File: config.mk
export PLATFORM = sky130hd
export DESIGN_NAME = rx_packet_deframer_crc16
export DESIGN_NICKNAME = d
export VERILOG_FILES = /design/src/design/rpd_pkg.sv /design/src/design/rpd_front.sv /design/src/design/rpd_job_fifo.sv /design/src/design/rpd_back.sv /design/src/design/rx_packet_deframer_crc16.sv
export VERILOG_INCLUDE_DIRS = /design/src /design/src/design
export SDC_FILE = /design/constraint.sdc
export NUM_CORES = 1
export LEC_CHECK = 0
export CORE_MARGIN = 1
export CORE_UTILIZATION = 46
export CTS_CLUSTER_DIAMETER = 80
export DETAILED_ROUTE_END_ITERATION = 12
export DONT_BUFFER_PORTS = 1
export HOLD_SLACK_MARGIN = 0.15
export PLACE_DENSITY = 0.6
export SYNTH_ARGS = -nofsm -noshare
export SYNTH_HDL_FRONTEND = slang
export SYNTH_SLANG_ARGS = --single-unit
File: constraint.sdc
create_clock -name clk -period 5.5 [get_ports clk]
set_input_delay 1.1 -clock clk [delete_from_list [all_inputs] [get_ports clk]]
set_output_delay 1.1 -clock clk [all_outputs]
set_load 0.02 [all_outputs]
File: src/design/rx_packet_deframer_crc16_defines.svh
// Assertion macros used by the deframer top-level design file.
`ifndef RX_PACKET_DEFRAMER_CRC16_DEFINES_SVH
`define RX_PACKET_DEFRAMER_CRC16_DEFINES_SVH

`ifndef SYNTHESIS
// Same-cycle implication, sampled on the rising clock, off during reset.
`define RPD_ASSERT_IMPL(label, ante, cons) \
    label: assert property (@(posedge clk) disable iff (!rst_n) (ante) |-> (cons)) \
        else $error("rpd assertion failed");
// Next-cycle implication, sampled on the rising clock, off during reset.
`define RPD_ASSERT_NEXT(label, ante, cons) \
    label: assert property (@(posedge clk) disable iff (!rst_n) (ante) |=> (cons)) \
        else $error("rpd assertion failed");
`else
`define RPD_ASSERT_IMPL(label, ante, cons)
`define RPD_ASSERT_NEXT(label, ante, cons)
`endif

`endif

File: src/design/rpd_pkg.sv
package rpd_pkg;

    localparam int DEFAULT_MAX_PAYLOAD = 64;

    localparam int BYTE_W = 8;
    localparam int LEN_W  = 7;
    localparam int POS_W  = 6;
    localparam int CRC_W  = 16;

    localparam logic [CRC_W-1:0] CRC_INIT = 16'hFFFF;
    localparam logic [CRC_W-1:0] CRC_POLY = 16'h1021;
    localparam logic [CRC_W-1:0] CRC_TOP  = 16'h8000;

    localparam logic [BYTE_W-1:0] START_BYTE_RESET   = 8'd126;
    localparam logic [LEN_W-1:0]  LENGTH_LIMIT_RESET = 7'd64;

    localparam int CFG_IDX_W = 1;
    localparam logic [CFG_IDX_W-1:0] REG_START_BYTE   = 1'b0;
    localparam logic [CFG_IDX_W-1:0] REG_LENGTH_LIMIT = 1'b1;

    typedef struct packed {
        logic                 valid;
        logic [CFG_IDX_W-1:0] index;
        logic [BYTE_W-1:0]    data;
    } cfg_wr_t;

    // One finished packet handed from the parser to the result side.
    typedef struct packed {
        logic              status;
        logic [BYTE_W-1:0] id;
        logic [LEN_W-1:0]  length;
        logic [CRC_W-1:0]  rcv;
    } job_t;

    typedef struct packed {
        logic              en;
        logic [POS_W-1:0]  addr;
        logic [BYTE_W-1:0] data;
    } mem_wr_t;

    // CRC-16/CCITT-FALSE over one byte, MSB first.
    function automatic logic [CRC_W-1:0] crc16_byte(input logic [CRC_W-1:0] crc,
                                                   input logic [BYTE_W-1:0] b);
        logic [CRC_W-1:0] c;
        c = crc ^ {b, 8'h00};
        for (int k = 0; k < BYTE_W; k++) begin
            if ((c & CRC_TOP) != '0)
            begin
                c = {c[CRC_W-2:0], 1'b0} ^ CRC_POLY;
            end
            else
            begin
                c = {c[CRC_W-2:0], 1'b0};
            end
        end
        return c;
    endfunction

endpackage

File: src/design/rpd_front.sv
module rpd_front #(
    parameter int MAX_PAYLOAD = rpd_pkg::DEFAULT_MAX_PAYLOAD
) (
    input  logic             clk,
    input  logic             rst_n,
    input  logic             push,
    input  logic [7:0]       rx_byte,
    input  logic             restart,
    output logic             full,
    input  rpd_pkg::cfg_wr_t cfg,
    input  logic             job_full,
    input  logic             store_busy,
    output logic             job_push,
    output rpd_pkg::job_t    job,
    output rpd_pkg::mem_wr_t mem_wr
);
    import rpd_pkg::*;

    localparam logic [2:0] PH_HUNT = 3'd0;
    localparam logic [2:0] PH_LEN  = 3'd1;
    localparam logic [2:0] PH_ID   = 3'd2;
    localparam logic [2:0] PH_DATA = 3'd3;
    localparam logic [2:0] PH_CRCL = 3'd4;
    localparam logic [2:0] PH_CRCH = 3'd5;

    localparam logic [LEN_W-1:0] MAX_LEN = LEN_W'(MAX_PAYLOAD);

    logic [2:0]        phase_reg, phase_next;
    logic [LEN_W-1:0]  len_reg, len_next;
    logic [BYTE_W-1:0] id_reg, id_next;
    logic [LEN_W-1:0]  fill_reg, fill_next;
    logic [BYTE_W-1:0] crc_low_reg, crc_low_next;
    logic [CRC_W-1:0]  crc_reg, crc_next;
    logic [BYTE_W-1:0] start_byte_reg;
    logic [LEN_W-1:0]  length_limit_reg;

    logic              accept;
    logic [LEN_W-1:0]  lim;
    logic [CRC_W-1:0]  crc_in;
    logic [CRC_W-1:0]  crc_out;
    logic [CRC_W-1:0]  rcv;
    logic [LEN_W-1:0]  fill_inc;

    // Hold data bytes while the store is still being drained, and the high CRC byte while the job queue is full.
    assign full   = ((phase_reg == PH_DATA) && store_busy) || ((phase_reg == PH_CRCH) && job_full);
    assign accept = push && !full;

    assign lim      = (length_limit_reg > MAX_LEN) ? MAX_LEN : length_limit_reg;
    assign crc_in   = (phase_reg == PH_LEN) ? CRC_INIT : crc_reg;
    assign crc_out  = crc16_byte(crc_in, rx_byte);
    assign rcv      = {rx_byte, crc_low_reg};
    assign fill_inc = fill_reg + LEN_W'(1);

    assign job.status = (crc_reg != rcv);
    assign job.id     = id_reg;
    assign job.length = len_reg;
    assign job.rcv    = rcv;

    always_comb
    begin
        phase_next   = phase_reg;
        len_next     = len_reg;
        id_next      = id_reg;
        fill_next    = fill_reg;
        crc_low_next = crc_low_reg;
        crc_next     = crc_reg;
        job_push     = 1'b0;
        mem_wr.en    = 1'b0;
        mem_wr.addr  = fill_reg[POS_W-1:0];
        mem_wr.data  = rx_byte;
        if (accept)
        begin
            if (restart)
            begin
                phase_next   = PH_HUNT;
                fill_next    = '0;
                crc_low_next = '0;
                crc_next     = CRC_INIT;
            end
            else
            begin
                case (phase_reg)
                    PH_HUNT:
                    begin
                        if (rx_byte == start_byte_reg)
                        begin
                            phase_next = PH_LEN;
                        end
                    end
                    PH_LEN:
                    begin
                        if (rx_byte <= {1'b0, lim})
                        begin
                            len_next   = rx_byte[LEN_W-1:0];
                            crc_next   = crc_out;
                            phase_next = PH_ID;
                        end
                        else
                        begin
                            phase_next = PH_HUNT;
                        end
                    end
                    PH_ID:
                    begin
                        id_next    = rx_byte;
                        crc_next   = crc_out;
                        fill_next  = '0;
                        phase_next = (len_reg == '0) ? PH_CRCL : PH_DATA;
                    end
                    PH_DATA:
                    begin
                        mem_wr.en = (fill_reg < MAX_LEN);
                        crc_next  = crc_out;
                        fill_next = fill_inc;
                        if (fill_inc >= len_reg)
                        begin
                            phase_next = PH_CRCL;
                        end
                    end
                    PH_CRCL:
                    begin
                        crc_low_next = rx_byte;
                        phase_next   = PH_CRCH;
                    end
                    PH_CRCH:
                    begin
                        job_push   = 1'b1;
                        phase_next = PH_HUNT;
                    end
                    default:
                    begin
                        phase_next = PH_HUNT;
                    end
                endcase
            end
        end
    end

    always_ff @(posedge clk or negedge rst_n)
    begin
        if (!rst_n)
        begin
            phase_reg        <= PH_HUNT;
            len_reg          <= '0;
            id_reg           <= '0;
            fill_reg         <= '0;
            crc_low_reg      <= '0;
            crc_reg          <= CRC_INIT;
            start_byte_reg   <= START_BYTE_RESET;
            length_limit_reg <= LENGTH_LIMIT_RESET;
        end
        else
        begin
            phase_reg   <= phase_next;
            len_reg     <= len_next;
            id_reg      <= id_next;
            fill_reg    <= fill_next;
            crc_low_reg <= crc_low_next;
            crc_reg     <= crc_next;
            if (cfg.valid && (cfg.index == REG_START_BYTE))
            begin
                start_byte_reg <= cfg.data;
            end
            if (cfg.valid && (cfg.index == REG_LENGTH_LIMIT))
            begin
                length_limit_reg <= cfg.data[LEN_W-1:0];
            end
        end
    end

endmodule

File: src/design/rpd_job_fifo.sv
module rpd_job_fifo (
    input  logic          clk,
    input  logic          rst_n,
    input  logic          push,
    input  rpd_pkg::job_t din,
    output logic          full,
    input  logic          pop,
    output rpd_pkg::job_t dout,
    output logic          empty
);
    import rpd_pkg::*;

    job_t       entry_reg [2];
    logic       wr_ptr_reg;
    logic       rd_ptr_reg;
    logic [1:0] count_reg;
    logic       do_push;
    logic       do_pop;

    assign full    = (count_reg == 2'd2);
    assign empty   = (count_reg == 2'd0);
    assign do_push = push && !full;
    assign do_pop  = pop && !empty;
    assign dout    = entry_reg[rd_ptr_reg];

    always_ff @(posedge clk)
    begin
        if (do_push)
        begin
            entry_reg[wr_ptr_reg] <= din;
        end
    end

    always_ff @(posedge clk or negedge rst_n)
    begin
        if (!rst_n)
        begin
            wr_ptr_reg <= 1'b0;
            rd_ptr_reg <= 1'b0;
            count_reg  <= '0;
        end
        else
        begin
            if (do_push)
            begin
                wr_ptr_reg <= ~wr_ptr_reg;
            end
            if (do_pop)
            begin
                rd_ptr_reg <= ~rd_ptr_reg;
            end
            if (do_push && !do_pop)
            begin
                count_reg <= count_reg + 2'd1;
            end
            else if (do_pop && !do_push)
            begin
                count_reg <= count_reg - 2'd1;
            end
        end
    end

endmodule

File: src/design/rpd_back.sv
module rpd_back #(
    parameter int MAX_PAYLOAD = rpd_pkg::DEFAULT_MAX_PAYLOAD
) (
    input  logic             clk,
    input  logic             rst_n,
    input  rpd_pkg::mem_wr_t mem_wr,
    input  logic             job_empty,
    input  rpd_pkg::job_t    job,
    output logic             job_pop,
    output logic             back_busy,
    input  logic             pop,
    output logic             empty,
    output logic             status,
    output logic [7:0]       packet_id,
    output logic [6:0]       packet_length,
    output logic             has_data,
    output logic [5:0]       byte_position,
    output logic [7:0]       data_byte,
    output logic [15:0]      received_check,
    output logic             last
);
    import rpd_pkg::*;

    localparam int AW = (MAX_PAYLOAD > 1) ? $clog2(MAX_PAYLOAD) : 1;

    localparam logic [1:0] B_IDLE = 2'd0;
    localparam logic [1:0] B_READ = 2'd1;
    localparam logic [1:0] B_LOAD = 2'd2;

    logic [BYTE_W-1:0] mem [MAX_PAYLOAD];
    logic [BYTE_W-1:0] rd_data_reg;

    logic [1:0]        state_reg, state_next;
    job_t              job_reg, job_next;
    logic [LEN_W-1:0]  pos_reg, pos_next;
    logic [LEN_W-1:0]  pos_inc;
    logic              slot_free;
    logic              rd_en;

    logic              valid_reg, valid_next;
    logic              status_reg, status_next;
    logic [BYTE_W-1:0] id_reg, id_next;
    logic [LEN_W-1:0]  length_reg, length_next;
    logic              has_reg, has_next;
    logic [POS_W-1:0]  position_reg, position_next;
    logic [BYTE_W-1:0] data_reg, data_next;
    logic [CRC_W-1:0]  rcv_reg, rcv_next;
    logic              last_reg, last_next;

    assign slot_free = !valid_reg || pop;
    assign rd_en     = (state_reg == B_READ);
    assign pos_inc   = pos_reg + LEN_W'(1);
    assign back_busy = (state_reg != B_IDLE);

    always_ff @(posedge clk)
    begin
        if (mem_wr.en)
        begin
            mem[mem_wr.addr[AW-1:0]] <= mem_wr.data;
        end
        if (rd_en)
        begin
            rd_data_reg <= mem[pos_reg[AW-1:0]];
        end
    end

    always_comb
    begin
        state_next    = state_reg;
        job_next      = job_reg;
        pos_next      = pos_reg;
        job_pop       = 1'b0;
        valid_next    = valid_reg && !pop;
        status_next   = status_reg;
        id_next       = id_reg;
        length_next   = length_reg;
        has_next      = has_reg;
        position_next = position_reg;
        data_next     = data_reg;
        rcv_next      = rcv_reg;
        last_next     = last_reg;
        case (state_reg)
            B_IDLE:
            begin
                if (!job_empty && slot_free)
                begin
                    job_pop = 1'b1;
                    if (job.status || (job.length == '0))
                    begin
                        // Error or empty packet: one header result.
                        valid_next    = 1'b1;
                        status_next   = job.status;
                        id_next       = job.id;
                        length_next   = job.length;
                        has_next      = 1'b0;
                        position_next = '0;
                        data_next     = '0;
                        rcv_next      = job.rcv;
                        last_next     = 1'b1;
                    end
                    else
                    begin
                        job_next   = job;
                        pos_next   = '0;
                        state_next = B_READ;
                    end
                end
            end
            B_READ:
            begin
                state_next = B_LOAD;
            end
            B_LOAD:
            begin
                if (slot_free)
                begin
                    valid_next    = 1'b1;
                    status_next   = 1'b0;
                    id_next       = job_reg.id;
                    length_next   = job_reg.length;
                    has_next      = 1'b1;
                    position_next = pos_reg[POS_W-1:0];
                    data_next     = rd_data_reg;
                    rcv_next      = job_reg.rcv;
                    last_next     = (pos_inc == job_reg.length);
                    pos_next      = pos_inc;
                    state_next    = (pos_inc == job_reg.length) ? B_IDLE : B_READ;
                end
            end
            default:
            begin
                state_next = B_IDLE;
            end
        endcase
    end

    always_ff @(posedge clk or negedge rst_n)
    begin
        if (!rst_n)
        begin
            state_reg <= B_IDLE;
            valid_reg <= 1'b0;
            pos_reg   <= '0;
        end
        else
        begin
            state_reg <= state_next;
            valid_reg <= valid_next;
            pos_reg   <= pos_next;
        end
    end

    always_ff @(posedge clk)
    begin
        job_reg      <= job_next;
        status_reg   <= status_next;
        id_reg       <= id_next;
        length_reg   <= length_next;
        has_reg      <= has_next;
        position_reg <= position_next;
        data_reg     <= data_next;
        rcv_reg      <= rcv_next;
        last_reg     <= last_next;
    end

    assign empty          = !valid_reg;
    assign status         = status_reg;
    assign packet_id      = id_reg;
    assign packet_length  = length_reg;
    assign has_data       = has_reg;
    assign byte_position  = position_reg;
    assign data_byte      = data_reg;
    assign received_check = rcv_reg;
    assign last           = last_reg;

endmodule

File: src/design/rx_packet_deframer_crc16.sv
// Results: a header or error result goes through the job FIFO to the output register
// once the high CRC byte is taken; a payload result also goes through a store read,
// and each read waits for the previous output load. The high CRC byte stalls while
// the job FIFO is full. Throughput: one byte per cycle; payload bytes stall while the
// store drains. Reset: rst_n async active low; clears control state and the config
// registers (start byte 126, length limit 64); the payload store is not cleared.
`include "rx_packet_deframer_crc16_defines.svh"

module rx_packet_deframer_crc16 #(
    parameter int MAX_PAYLOAD = rpd_pkg::DEFAULT_MAX_PAYLOAD
) (
    input  logic                           clk,
    input  logic                           rst_n,
    // received byte transaction
    input  logic                           push,
    output logic                           full,
    input  logic [7:0]                     rx_byte,
    input  logic                           restart,
    // result transaction
    output logic                           empty,
    input  logic                           pop,
    output logic                           status,
    output logic [7:0]                     packet_id,
    output logic [6:0]                     packet_length,
    output logic                           has_data,
    output logic [5:0]                     byte_position,
    output logic [7:0]                     data_byte,
    output logic [15:0]                    received_check,
    output logic                           last,
    // configuration write transaction
    input  logic                           cfg_valid,
    output logic                           cfg_ready,
    input  logic [rpd_pkg::CFG_IDX_W-1:0]  cfg_index,
    input  logic [7:0]                     cfg_data
);
    import rpd_pkg::*;

    cfg_wr_t cfg;
    job_t    job_in;
    job_t    job_out;
    mem_wr_t mem_wr;
    logic    job_push;
    logic    job_pop;
    logic    job_full;
    logic    job_empty;
    logic    back_busy;
    logic    store_busy;

    // Config registers take a write on any cycle.
    assign cfg_ready = 1'b1;
    assign cfg.valid = cfg_valid;
    assign cfg.index = cfg_index;
    assign cfg.data  = cfg_data;

    // The store is in use from the moment a packet is queued until its last byte
    // has been read out; the parser must not overwrite it in that window.
    assign store_busy = back_busy || !job_empty;

    // Front: hunt, parse and check each byte; write the payload into the store.
    rpd_front #(
        .MAX_PAYLOAD(MAX_PAYLOAD)
    ) u_front (
        .clk       (clk),
        .rst_n     (rst_n),
        .push      (push),
        .rx_byte   (rx_byte),
        .restart   (restart),
        .full      (full),
        .cfg       (cfg),
        .job_full  (job_full),
        .store_busy(store_busy),
        .job_push  (job_push),
        .job       (job_in),
        .mem_wr    (mem_wr)
    );

    // Queue of finished packets between the parser and the result side.
    rpd_job_fifo u_job_fifo (
        .clk  (clk),
        .rst_n(rst_n),
        .push (job_push),
        .din  (job_in),
        .full (job_full),
        .pop  (job_pop),
        .dout (job_out),
        .empty(job_empty)
    );

    // Back: turn each queued packet into result transactions.
    rpd_back #(
        .MAX_PAYLOAD(MAX_PAYLOAD)
    ) u_back (
        .clk           (clk),
        .rst_n         (rst_n),
        .mem_wr        (mem_wr),
        .job_empty     (job_empty),
        .job           (job_out),
        .job_pop       (job_pop),
        .back_busy     (back_busy),
        .pop           (pop),
        .empty         (empty),
        .status        (status),
        .packet_id     (packet_id),
        .packet_length (packet_length),
        .has_data      (has_data),
        .byte_position (byte_position),
        .data_byte     (data_byte),
        .received_check(received_check),
        .last          (last)
    );

    `RPD_ASSERT_IMPL(a_no_write_while_draining, mem_wr.en, !store_busy)
    `RPD_ASSERT_IMPL(a_no_push_when_full, job_push, !job_full)
    `RPD_ASSERT_NEXT(a_job_queued, job_push, !job_empty || back_busy || !empty)
    `RPD_ASSERT_IMPL(a_error_has_no_data, !empty && status, !has_data && last)
    `RPD_ASSERT_IMPL(a_last_data_position, !empty && has_data && last, ({1'b0, byte_position} + 7'd1) == packet_length)

endmodule

# Yosys cells after proc, flatten, opt, wreduce, memory -nomap -nowiden
# Memories as Yosys holds them, arrays and structs flattened. A register that Yosys moved wholly into a read port is not among the register bits.
# Index checks and enable logic that the tools add are counted.
totals:
  register_bits: 157
  ramBits: 576
  input_bits: 23
  out_inout_bits: 51
  mem_count: 2
op_classes:
  n_addsub: 4
  n_lt_le_gt_ge: 4
  n_eq_ne: 18
  n_mux: 82
  bitwise: 14
  reduce_logical: 44
memory_table:
  columns: ["name", "depth", "width", "read_ports", "rd_clocked_by_memory_dff", "write_ports", "line", "rtl"]
  rows:
  - ["u_back.mem", 64, 8, 1, 1, 1, "rpd_back.sv:30", "logic [BYTE_W-1:0] mem [MAX_PAYLOAD];"]
  - ["u_job_fifo.entry_reg", 2, 32, 1, 0, 1, "rpd_job_fifo.sv:13", "job_t entry_reg [2];"]
op_table:
  columns: ["operator", "count"]
  rows:
  - ["$mux 13", 8]
  - ["$mux 16", 6]
  - ["$mux 8", 8]
  - ["$pmux 16 s2", 2]
  - ["$mux 7", 8]
  - ["$pmux 7 s2", 3]
  - ["$pmux 8 s2", 2]
  - ["$mux 1", 25]
  - ["$not 3->3", 8]
  - ["$mux 6", 3]
  - ["$ne 16x16->1", 1]
  - ["$xor 16x16->16", 1]
  - ["$pmux 3 s5", 1]
  - ["$reduce_and 3->1", 5]
  - ["$add 7x1->7 const B", 2]
  - ["$logic_not 7->1", 2]
  - ["$mux 2", 6]
  - ["$mux 3", 4]
  - ["$pmux 6 s2", 1]
  - ["$reduce_and 4->1", 3]
  - ["$logic_and 1x1->1", 11]
  - ["$eq 8x8->1", 1]
  - ["$le 8x7->1", 1]
  - ["$pmux 1 s2", 4]
  - ["25 further kinds", 50]

# Depth between registers and ports, before layout
# Gate-level depths: netlist of the first run.
depth:
  word_depth: 22
  depth_mapped: 10

# By module
# From an unflattened synthesis of the first run, not the netlist that was laid out.
hier_totals:
  cells_unflattened: 1668
  area_unflattened_um2: 30484.2
modules_own_cells:
  columns: ["module", "n_inst", "cells_each", "area_each_um2", "seq_area_each_um2"]
  rows:
  - ["rpd_back", 1, 1149, 23658.9, 18237.5]
  - ["rpd_front", 1, 397, 4149.0, 1630.3]
  - ["rpd_job_fifo", 1, 119, 2658.8, 2021.9]
  - ["rx_packet_deframer_crc16", 1, 3, 17.5, 0.0]

# Least setup slack after synthesis of the first run
# OpenSTA, ideal clock, no wires.
synth_path:
  path_kind: "input port to flip-flop"
  startpoint: "input port restart"
  endpoint: "memory u_job_fifo.entry_reg[0][0] (netlist name) (enable)"
  setup_time_ns: 0.502
  arrival_time_ns: 4.629
  t_required_ns: 4.998
  path_slack_ns: 0.370
  path_stages: 4
  path_cell_list: "clkbuf_1 > nor2b_1 > nand2_1 > nor4_1"
synth_via:
  elab_chain_len: 5
synth_lines:
  columns: ["element", "line", "rtl"]
  rows:
  - ["start, declared", "rx_packet_deframer_crc16.sv:18", "input logic restart,"]
  - ["$mux 1", "rpd_front.sv:73", "if (restart)"]
  - ["$mux 1", "rpd_front.sv:71", "if (accept)"]
  - ["$logic_and 1x1->1", "rpd_job_fifo.sv:22", "assign do_push = push && !full;"]
  - ["$mux 1", "rpd_job_fifo.sv:28", "if (do_push)"]
  - ["$mux 1 (not written as such)", "rpd_job_fifo.sv:30", "entry_reg[wr_ptr_reg] <= din;"]
  - ["end, declared", "rpd_job_fifo.sv:13", null]
# Every way passes these cells.

# Final worst setup path of the first run
layout_path:
  startpoint: "register u_front.phase_reg[1]"
  endpoint: "memory u_back.mem[54][3] (enable)"
layout_via:
  elab_chain_len: 8
  word_cells_on_any_way: 12
layout_lines:
  columns: ["element", "line", "rtl"]
  rows:
  - ["start, declared", "rpd_front.sv:28", "logic [2:0] phase_reg, phase_next;"]
  - ["start signal, assigned", "rpd_front.sv:154", "phase_reg <= phase_next;"]
  - ["$eq 3x2->1 / $eq 3x3->1 (equally long branches)", "rpd_front.sv:45, rpd_front.sv:82", null]
  - ["$logic_and 1x1->1", "rpd_front.sv:45", "assign full = ((phase_reg == PH_DATA) && store_busy) || ((phase_reg == PH_CRCH) && job_full);"]
  - ["$logic_or 1x1->1", "rpd_front.sv:45", null]
  - ["$logic_not 1->1", "rpd_front.sv:46", "assign accept = push && !full;"]
  - ["$logic_and 1x1->1", "rpd_front.sv:46", null]
  - ["$mux 1 (*)", "rpd_front.sv:71", null]
  - ["$mux 1 (*)", "rpd_back.sv:57", "if (mem_wr.en)"]
  - ["$mux 1 (not written as such) (*)", "rpd_back.sv:59", "mem[mem_wr.addr[AW-1:0]] <= mem_wr.data;"]
  - ["end, declared", "rpd_back.sv:30", null]
# Every way passes the cells marked *; elsewhere a longest branch is shown, timed or not.

==> impl_metrics.yaml, run 1 <==
sta:
  worst_clock_skew_ns: 0.0212
  finalSetupTns_ns: 0
  fmaxAchievable_mhz: 264
  grt_setup_unrepaired: "no"
  max_slew_violation_count: 0
  timing.max_slew.rel_slack_pct: 29.9
  finalHoldViolations: 0
  worst-slew-pin-transition_ns: 1.05
  finalCritPeriodShare_pct: 68.8
  min_period_ns: 3.79
  finalSetupViolCount: 0
global_routing:
  overflow_after_grt: 0
  first_global_vias: 15400
  grtUsageTotal_pct: 20.2
  number_of_antenna_violations_at_the_first_check_in_global_routing: 0
  maximum_number_of_pins_on_one_net_before_global_route_repair: 79
  global_route_wire_length_before_repair_um: 99100
synthesis:
  synth_compound_gate_area_share_pct: 3.09
  yosys.area.top_type_share_pct: 66.4
  ys_seq_elements: 741
  syn_area_um2: 30000
  synth_top_area_cell: "edfxtp_1"
  yosysWarningCount: 0
  muxShareOfSynthArea_pct: 13.3
  portion_of_the_post_synthesis_area_used_by_sequential_elements_pct: 73.0
  syn-instance-count: 1729
  yosysMostFrequentCell: "edfxtp_1"
  synth_async_sr_flop_share_pct: 10.5
  syn-num-nets: 1769
  synth_flop_cell: "edfxtp_1"
  synthXorXnorAreaFrac_pct: 1.55
  netlist_top_cells_area: "edfxtp_1 66%, mux4_2 9.6%, dfrtp_1 4.6%, nor2_1 3.7%, mux2_2 2.2%"
  syn_avg_cell_area_um2: 17.4
  dominant_combinational_cell_family_by_area_after_synthesis: "multiplexers"
  cell_variety_after_synth: 65
  synthTopCellsByCount: "663 x edfxtp_1, 294 x nor2_1, 128 x mux4_2"
  synth_adder_area_share_pct: 0.709
  edff_count_synth: 663
  post_synth_simple_gate_area_pct: 6.88
route:
  drt_pre_antenna_iters: 5
  drc_errors: 0
  num_vias: 15200
  postRouteWirelength_um: 65700
  vias_per_cell: 5.71
  initialDrtViolationCount: 1535
  final_antenna_net_count: 0
  wire_per_inst_um: 24.7
cells_and_area:
  final_layout_size_suffix_gt1_share_pct: 20.4
  syn_to_final_growth_pct: 10.8
  count_of_nets_after_finishing: 1779
  multi_input_area_um2: 7690
  flip_flop_count_of_the_largest_register_all_copies_and_words_added: 512
  ff_latch_area_um2: 21900
  number_of_fill_cells: 5206
  diodes: 0
pwr:
  power.density_nw_per_um2: 360
  cellLeakagePower_nw: 10.8
  totalPowerFinal_mw: 12.0
  vdd_ir_drop_max_mv: 0.287
placement:
  routabilityCongestion: 0.823
  detailed_place_hpwl_um: 39000
  io_buffer_count: 0
worst_setup_path:
  critical-path-slowest-cell: "nor2_1"
  timing.critical_path.fanout_max: 14
  required_arrival_time_at_the_worst_endpoint_ns: 5.75
  critical_path.top_delay_family: "simple AND/OR/NAND/NOR gates"
  path_cells: "nor2b_1 > nand3_1 > nor4_1 > nand3_1 > nor2_1"
  critical_path.endpoint_type: "flip-flop"
  crit_path_frequent_cell: "nand3_1"
  cpPeakStageDelay_ns: 0.76
  cp.arrival_ns: 4.03
  cp_num_buf_inv: 0
  critical_path.startpoint_type: "flip-flop"
  setup.worst_path.class: "flip-flop to flip-flop"
clock_tree:
  clk_root_buffer_cell: "clkbuf_16"
  cts_tree: "built"
  insertion_delay_of_the_later_clocked_pin_in_the_worst_skew_pair_ns: 0.63
  count_of_cells_resized_by_post_cts_repair: 0
  reg_clk_slew_reported_paths_ns: 0.06
  clk_path_buf_depth: 3
  cts_hold_buffers: 0
  cts_num_sinks: 741
  post_cts_setup_buffer_count: 0
  ctsHtreeMaxLevel: 3
  cts_made_buffers: 77
die:
  design.die.area_um2: 66300
  floorplan.io_pins: 74
  rows: 93
  die_w_um: 257
  chipHeight_um: 257
  core_area_um2: 64500
  initial_core_util_pct: 46.5
run_status:
  run_status: "finished clean"
job:
  maxCapViolCount: 0
hold_path:
  hold_path.class: "input port to asynchronous set/reset pin"
[layout make-up]
class,instances,share of cell area [%]
clock inverter,51,1.02
clock buffer,90,6.07
timing repair buffer,19,0.504
multi-input combinational,884,23.1
inverter,16,0.181
sequential,741,65.9
tap,855,3.22
[per-layer routing]
| metal | vias up | track usage (%) | part of all wire [%] |
|---|---|---|---|
| met5 | - | 0 | 0 |
| met4 | 0 | 5.65 | 2.0 |
| met1 | 7849 | 29.0 | 44 |
| met3 | 98 | 3.95 | 6.6 |
| met2 | 500 | 31.4 | 47 |
| li1 | 6713 | - | - |
[final timing paths]
kind	start	to	slack, ns	depth (start not counted)
max	u_front.phase_reg[1]$_DFFE_PN0P_	u_back.mem[54][3]$_DFFE_PP_	1.71	5
min	rst_n	u_front.length_limit_reg[1]$_DFFE_PN0P_	0.19	0
max reg2reg	u_front.phase_reg[1]$_DFFE_PN0P_	u_back.mem[54][3]$_DFFE_PP_	1.71	5
min reg2reg	u_front.id_reg[6]$_DFFE_PN0P_	u_job_fifo.entry_reg[0][29]$_DFFE_PP_	0.47	0
max in group asynchronous	rst_n	u_front.crc_reg[10]$_DFFE_PN1P_	5.05	0
min in group clk	u_front.id_reg[6]$_DFFE_PN0P_	u_job_fifo.entry_reg[0][29]$_DFFE_PP_	0.47	0
[metrics by stage]
stage / instance area (um^2) / utilization (%) / setup slack, ns / cells / hold WS (ns)
6_report: 33200 / 51.6 / 1.71 / 2656 / 0.189
5_1_grt: 33200 / 51.6 / 1.42 / 2656 / 0.173
4_1_cts: 33200 / 51.6 / 1.73 / 2656 / 0.151
3_5_place_dp: 30900 / 47.9 / 1.67 / 2515 / 0.455
3_3_place_gp: 30900 / 47.9 / 1.77 / 2515 / 0.443
2_1_floorplan: 30000 / - / 0.370 / 1729 / 0.437
[power by group]
group | switching, mW | leakage, nW | internal (mW) | total (mW)
combinational | 0.451 | 2.66 | 0.307 | 0.758
clock | 2.17 | 1.15 | 2.66 | 4.83
sequential | 0.104 | 6.99 | 6.29 | 6.40
[cells in the final DEF (no fill, tap or decap), drive strengths merged, types with 6 or more instances in the layout]
cell    Yosys  final
a211oi      9      9
a21oi      14     14
a22o       12     12
a22oi      17     17
and2       21     21
buf        45     19
clkbuf     43     90
clkinv      0     40
dfrtp      55     55
dfstp      23     23
edfxtp    663    663
ha         17     17
inv        16     23
mux2       65     65
mux2i      39     39
mux4      128    128
nand2      36     36
nand2b     15     15
nand3      13     13
nor2      294    294
nor2b      10     10
nor3       22     22
nor3b       6      6
nor4        6      6
o21ai      32     32
o221ai     14     14
or3b        7      7
xnor2      40     40
xor2       13     13
[cells by family after synthesis]
kind of cell,after synthesis
flops,741
simple gates,457
mux,232
compound gates,124
buf+inv,104
xor+xnor,53
fa+ha+maj,17
other cells,1
Power figures use the tool's default switching activity.
==> inputs of run 2 (changes only) <==
--- a/config.mk
+++ b/config.mk
@@ -6,13 +6,14 @@
 export SDC_FILE = /design/constraint.sdc
 export NUM_CORES = 1
 export LEC_CHECK = 0
+export ABC_AREA = 1
 export CORE_MARGIN = 1
 export CORE_UTILIZATION = 46
 export CTS_CLUSTER_DIAMETER = 80
 export DETAILED_ROUTE_END_ITERATION = 12
 export DONT_BUFFER_PORTS = 1
 export HOLD_SLACK_MARGIN = 0.15
-export PLACE_DENSITY = 0.6
+export PLACE_DENSITY = 0.62
 export SYNTH_ARGS = -nofsm -noshare
 export SYNTH_HDL_FRONTEND = slang
 export SYNTH_SLANG_ARGS = --single-unit
==> constraint.sdc (replaced) <==
create_clock -name clk -period 3.2 [get_ports clk]
set_input_delay 0.64 -clock clk [delete_from_list [all_inputs] [get_ports clk]]
set_output_delay 0.64 -clock clk [all_outputs]
set_load 0.02 [all_outputs]
==> run 2 against run 1 <==
Against the previous run: the run now ends with design-rule violations left; fmax grew 36%; critical path depth grew 4; hold slack lost 0.020 ns; flip-flop and latch count is the same; non-clock buffer count grew 98; clock skew grew 0.0048 ns; design area grew 6.7%; critical path type unchanged; critical endpoint is now u_back.mem[34][7]$_DFFE_PP_; highest routed layer unchanged.
==> impl_metrics.yaml, run 2 <==
run_status:
  run_status: "finished, violations left"
  failed_checks: "design-rule violations"
route:
  drt_pre_antenna_iters: 12
  wire_per_inst_um: 22.3
  initialDrtViolationCount: 2264
  vias_per_cell: 5.56
  postRouteWirelength_um: 85200
  final_antenna_net_count: 0
  num_vias: 21200
  drc_errors: 2
die:
  die_w_um: 262
  rows: 95
  core_area_um2: 67200
  chipHeight_um: 262
  initial_core_util_pct: 46.4
  floorplan.io_pins: 74
  design.die.area_um2: 68800
sta:
  timing.max_slew.rel_slack_pct: 26.9
  finalHoldViolations: 0
  post-route-worst-setup-slack_ns: 0.409
  grt_setup_unrepaired: "no"
  worst-slew-pin-transition_ns: 1.09
  max_slew_violation_count: 0
  fmaxAchievable_mhz: 358
  finalCritPeriodShare_pct: 87.2
  finalHoldWorstSlack_ns: 0.169
  finalSetupTns_ns: 0
  finalSetupViolCount: 0
  worst_clock_skew_ns: 0.0260
  min_period_ns: 2.79
synthesis:
  portion_of_the_post_synthesis_area_used_by_sequential_elements_pct: 70.2
  syn-instance-count: 2822
  synth_top_area_cell: "edfxtp_1"
  yosysMostFrequentCell: "nand2_1"
  syn-num-nets: 2862
  netlist_top_cells_area: "edfxtp_1 64%, nand2_1 12%, nand3_1 8.0%, dfrtp_1 4.4%, dfstp_2 1.9%"
  edff_count_synth: 663
  synth_flop_cell: "edfxtp_1"
  synth_async_sr_flop_share_pct: 10.5
  synthTopCellsByCount: "974 x nand2_1, 663 x edfxtp_1, 497 x nand3_1"
  yosysWarningCount: 0
  syn_area_um2: 31200
  syn_avg_cell_area_um2: 11.1
  cell_variety_after_synth: 45
  yosys.area.top_type_share_pct: 63.8
  ys_seq_elements: 741
clock_tree:
  cts_tree: "built"
  count_of_cells_resized_by_post_cts_repair: 0
  cts_made_buffers: 77
  cts_num_sinks: 741
  clk_root_buffer_cell: "clkbuf_16"
  insertion_delay_of_the_later_clocked_pin_in_the_worst_skew_pair_ns: 0.63
  clk_path_buf_depth: 3
  ctsHtreeMaxLevel: 3
  reg_clk_slew_reported_paths_ns: 0.06
worst_setup_path:
  critical_path.endpoint_type: "flip-flop"
  path_cells: "nor2_1 > nand2_1 > nand2_2 > nand4_4 > nor2_2 > buf_4 > nand4_1 > buf_4 > nor2_1"
  cp_num_buf_inv: 2
  timing.critical_path.fanout_max: 12
  cp.arrival_ns: 3.04
  required_arrival_time_at_the_worst_endpoint_ns: 3.45
  critical-path-slowest-cell: "nor2_1"
  setup.worst_path.class: "flip-flop to flip-flop"
  critical_path.startpoint_type: "flip-flop"
  cpPeakStageDelay_ns: 0.55
  critical_path.top_delay_family: "simple AND/OR/NAND/NOR gates"
placement:
  routabilityCongestion: 0.889
  placed_cells_incl_taps: 3637
  worst_slack_after_detailed_placement_ns: 0.426
  io_buffer_count: 0
  detailed_place_hpwl_um: 47400
cells_and_area:
  flip_flop_count_of_the_largest_register_all_copies_and_words_added: 512
  layout.cells.most_common_list: "974 x nand2_1, 663 x edfxtp_1, 497 x nand3_1, 145 x nor2_1, 104 x inv_1"
  syn_to_final_growth_pct: 13.8
  final_layout_size_suffix_gt1_share_pct: 9.52
  layout.cells.most_common: "nand2_1"
  count_of_nets_after_finishing: 2917
  cell_count_final_fillers_out: 3814
global_routing:
  maximum_number_of_pins_on_one_net_before_global_route_repair: 162
  grtUsageTotal_pct: 24.9
  global_route_wire_length_before_repair_um: 128000
  first_global_vias: 20800
  number_of_antenna_violations_at_the_first_check_in_global_routing: 1
  overflow_after_grt: 0
pwr:
  cellLeakagePower_nw: 13.5
  vdd_ir_drop_max_mv: 0.586
  power.density_nw_per_um2: 801
  totalPowerFinal_mw: 28.4
job:
  maxCapViolCount: 0
hold_path:
  hold_path.class: "input port to flip-flop"
-- run 2: cell count changes after synthesis, moves of 23 or more --
cell / change
nand2_1: +938
nand3_1: +484
nor2_1: -146
mux4_2: -128
inv_1: +93
mux2_2: -59
mux2i_1: -38
xnor2_1: -35
o21ai_0: +32
a31oi_1: +23
-- run 2: worst paths after layout --
| path | from | to | slack [ns] | depth (start not counted) |
|---|---|---|---|---|
| setup / recovery | u_job_fifo.count_reg[1]$_DFFE_PN0P_ | u_back.mem[34][7]$_DFFE_PP_ | 0.41 | 9 |
| hold / removal | cfg_data[2] | u_front.start_byte_reg[2]$_DFFE_PN1P_ | 0.17 | 2 |
| setup reg to reg | u_job_fifo.count_reg[1]$_DFFE_PN0P_ | u_back.mem[34][7]$_DFFE_PP_ | 0.41 | 9 |
| hold reg to reg | u_front.id_reg[7]$_DFFE_PN0P_ | u_job_fifo.entry_reg[1][30]$_DFFE_PP_ | 0.48 | 0 |
| max in group asynchronous | rst_n | u_front.start_byte_reg[2]$_DFFE_PN1P_ | 2.22 | 2 |
| min in group asynchronous | rst_n | u_front.crc_low_reg[7]$_DFFE_PN0P_ | 0.60 | 2 |
-- run 2: metal layers --
metal  vias to the layer above  global-route usage (%)  wire (um)
li1                       9846                       -          -
met1                     10300                    33.9      36300
met2                       877                    41.1      40500
met3                       176                    3.35       5830
met4                         0                    8.65       2630
met5                         -                       0          0
-- run 2: timing repair --
action	4_1_cts	5_1_grt
buffers inserted	0	0
hold buffers	34	0
endpoints found under the hold margin	276	0
-- run 2: power by group --
part | total [mW] | internal, mW | switching [mW]
registers | 12.5 | 11.7 | 0.798
logic | 6.80 | 2.04 | 4.76
clock network | 9.16 | 5.40 | 3.76
total | 28.4 | 19.1 | 9.32
-- run 2: area by class of cell --
class | count | area [um^2]
fillers | 5714 | 31700
well taps | 873 | 1090
repair buffers | 117 | 1220
flip-flops and latches | 741 | 21900
inverters | 119 | 459
multi-input cells | 1821 | 8220
clock buffers | 90 | 2000
clock inverters | 52 | 588
diodes | 1 | 2.50
-- run 2: kinds of logic (layout without fill, tap and decap cells) --
group                    after synthesis  count (layout)  synth area share, %
AO/OA/AOI/OAI                        116             116                 2.11
XOR/XNOR                              21              21                0.590
adder cells (fa/ha/maj)               17              17                0.682
buffers and inverters                260             378                 3.46
flip-flops                           741             741                 70.2
multiplexers                           1               1               0.0321
other                                  1               2               0.0120
AND/OR/NAND/NOR                     1665            1665                 22.9
-- run 2: worst register-to-register path, cell delays in order, from the launching register on --
cell,delay [ns]
dfrtp_1,0.41
nor2_1,0.23
nand2_1,0.16
nand2_2,0.16
nand4_4,0.17
nor2_2,0.14
buf_4,0.26
nand4_1,0.13
buf_4,0.24
nor2_1,0.55
-- run 2: stage by stage --
| step | cell area (um^2) | utilization, % |
|---|---|---|
| after floorplan | 31200 | - |
| after global placement | 32400 | 48.3 |
| after detailed placement | 32400 | 48.3 |
| after CTS | 35500 | 52.8 |
| after global routing | 35500 | 52.8 |
| final | 35500 | 52.8 |
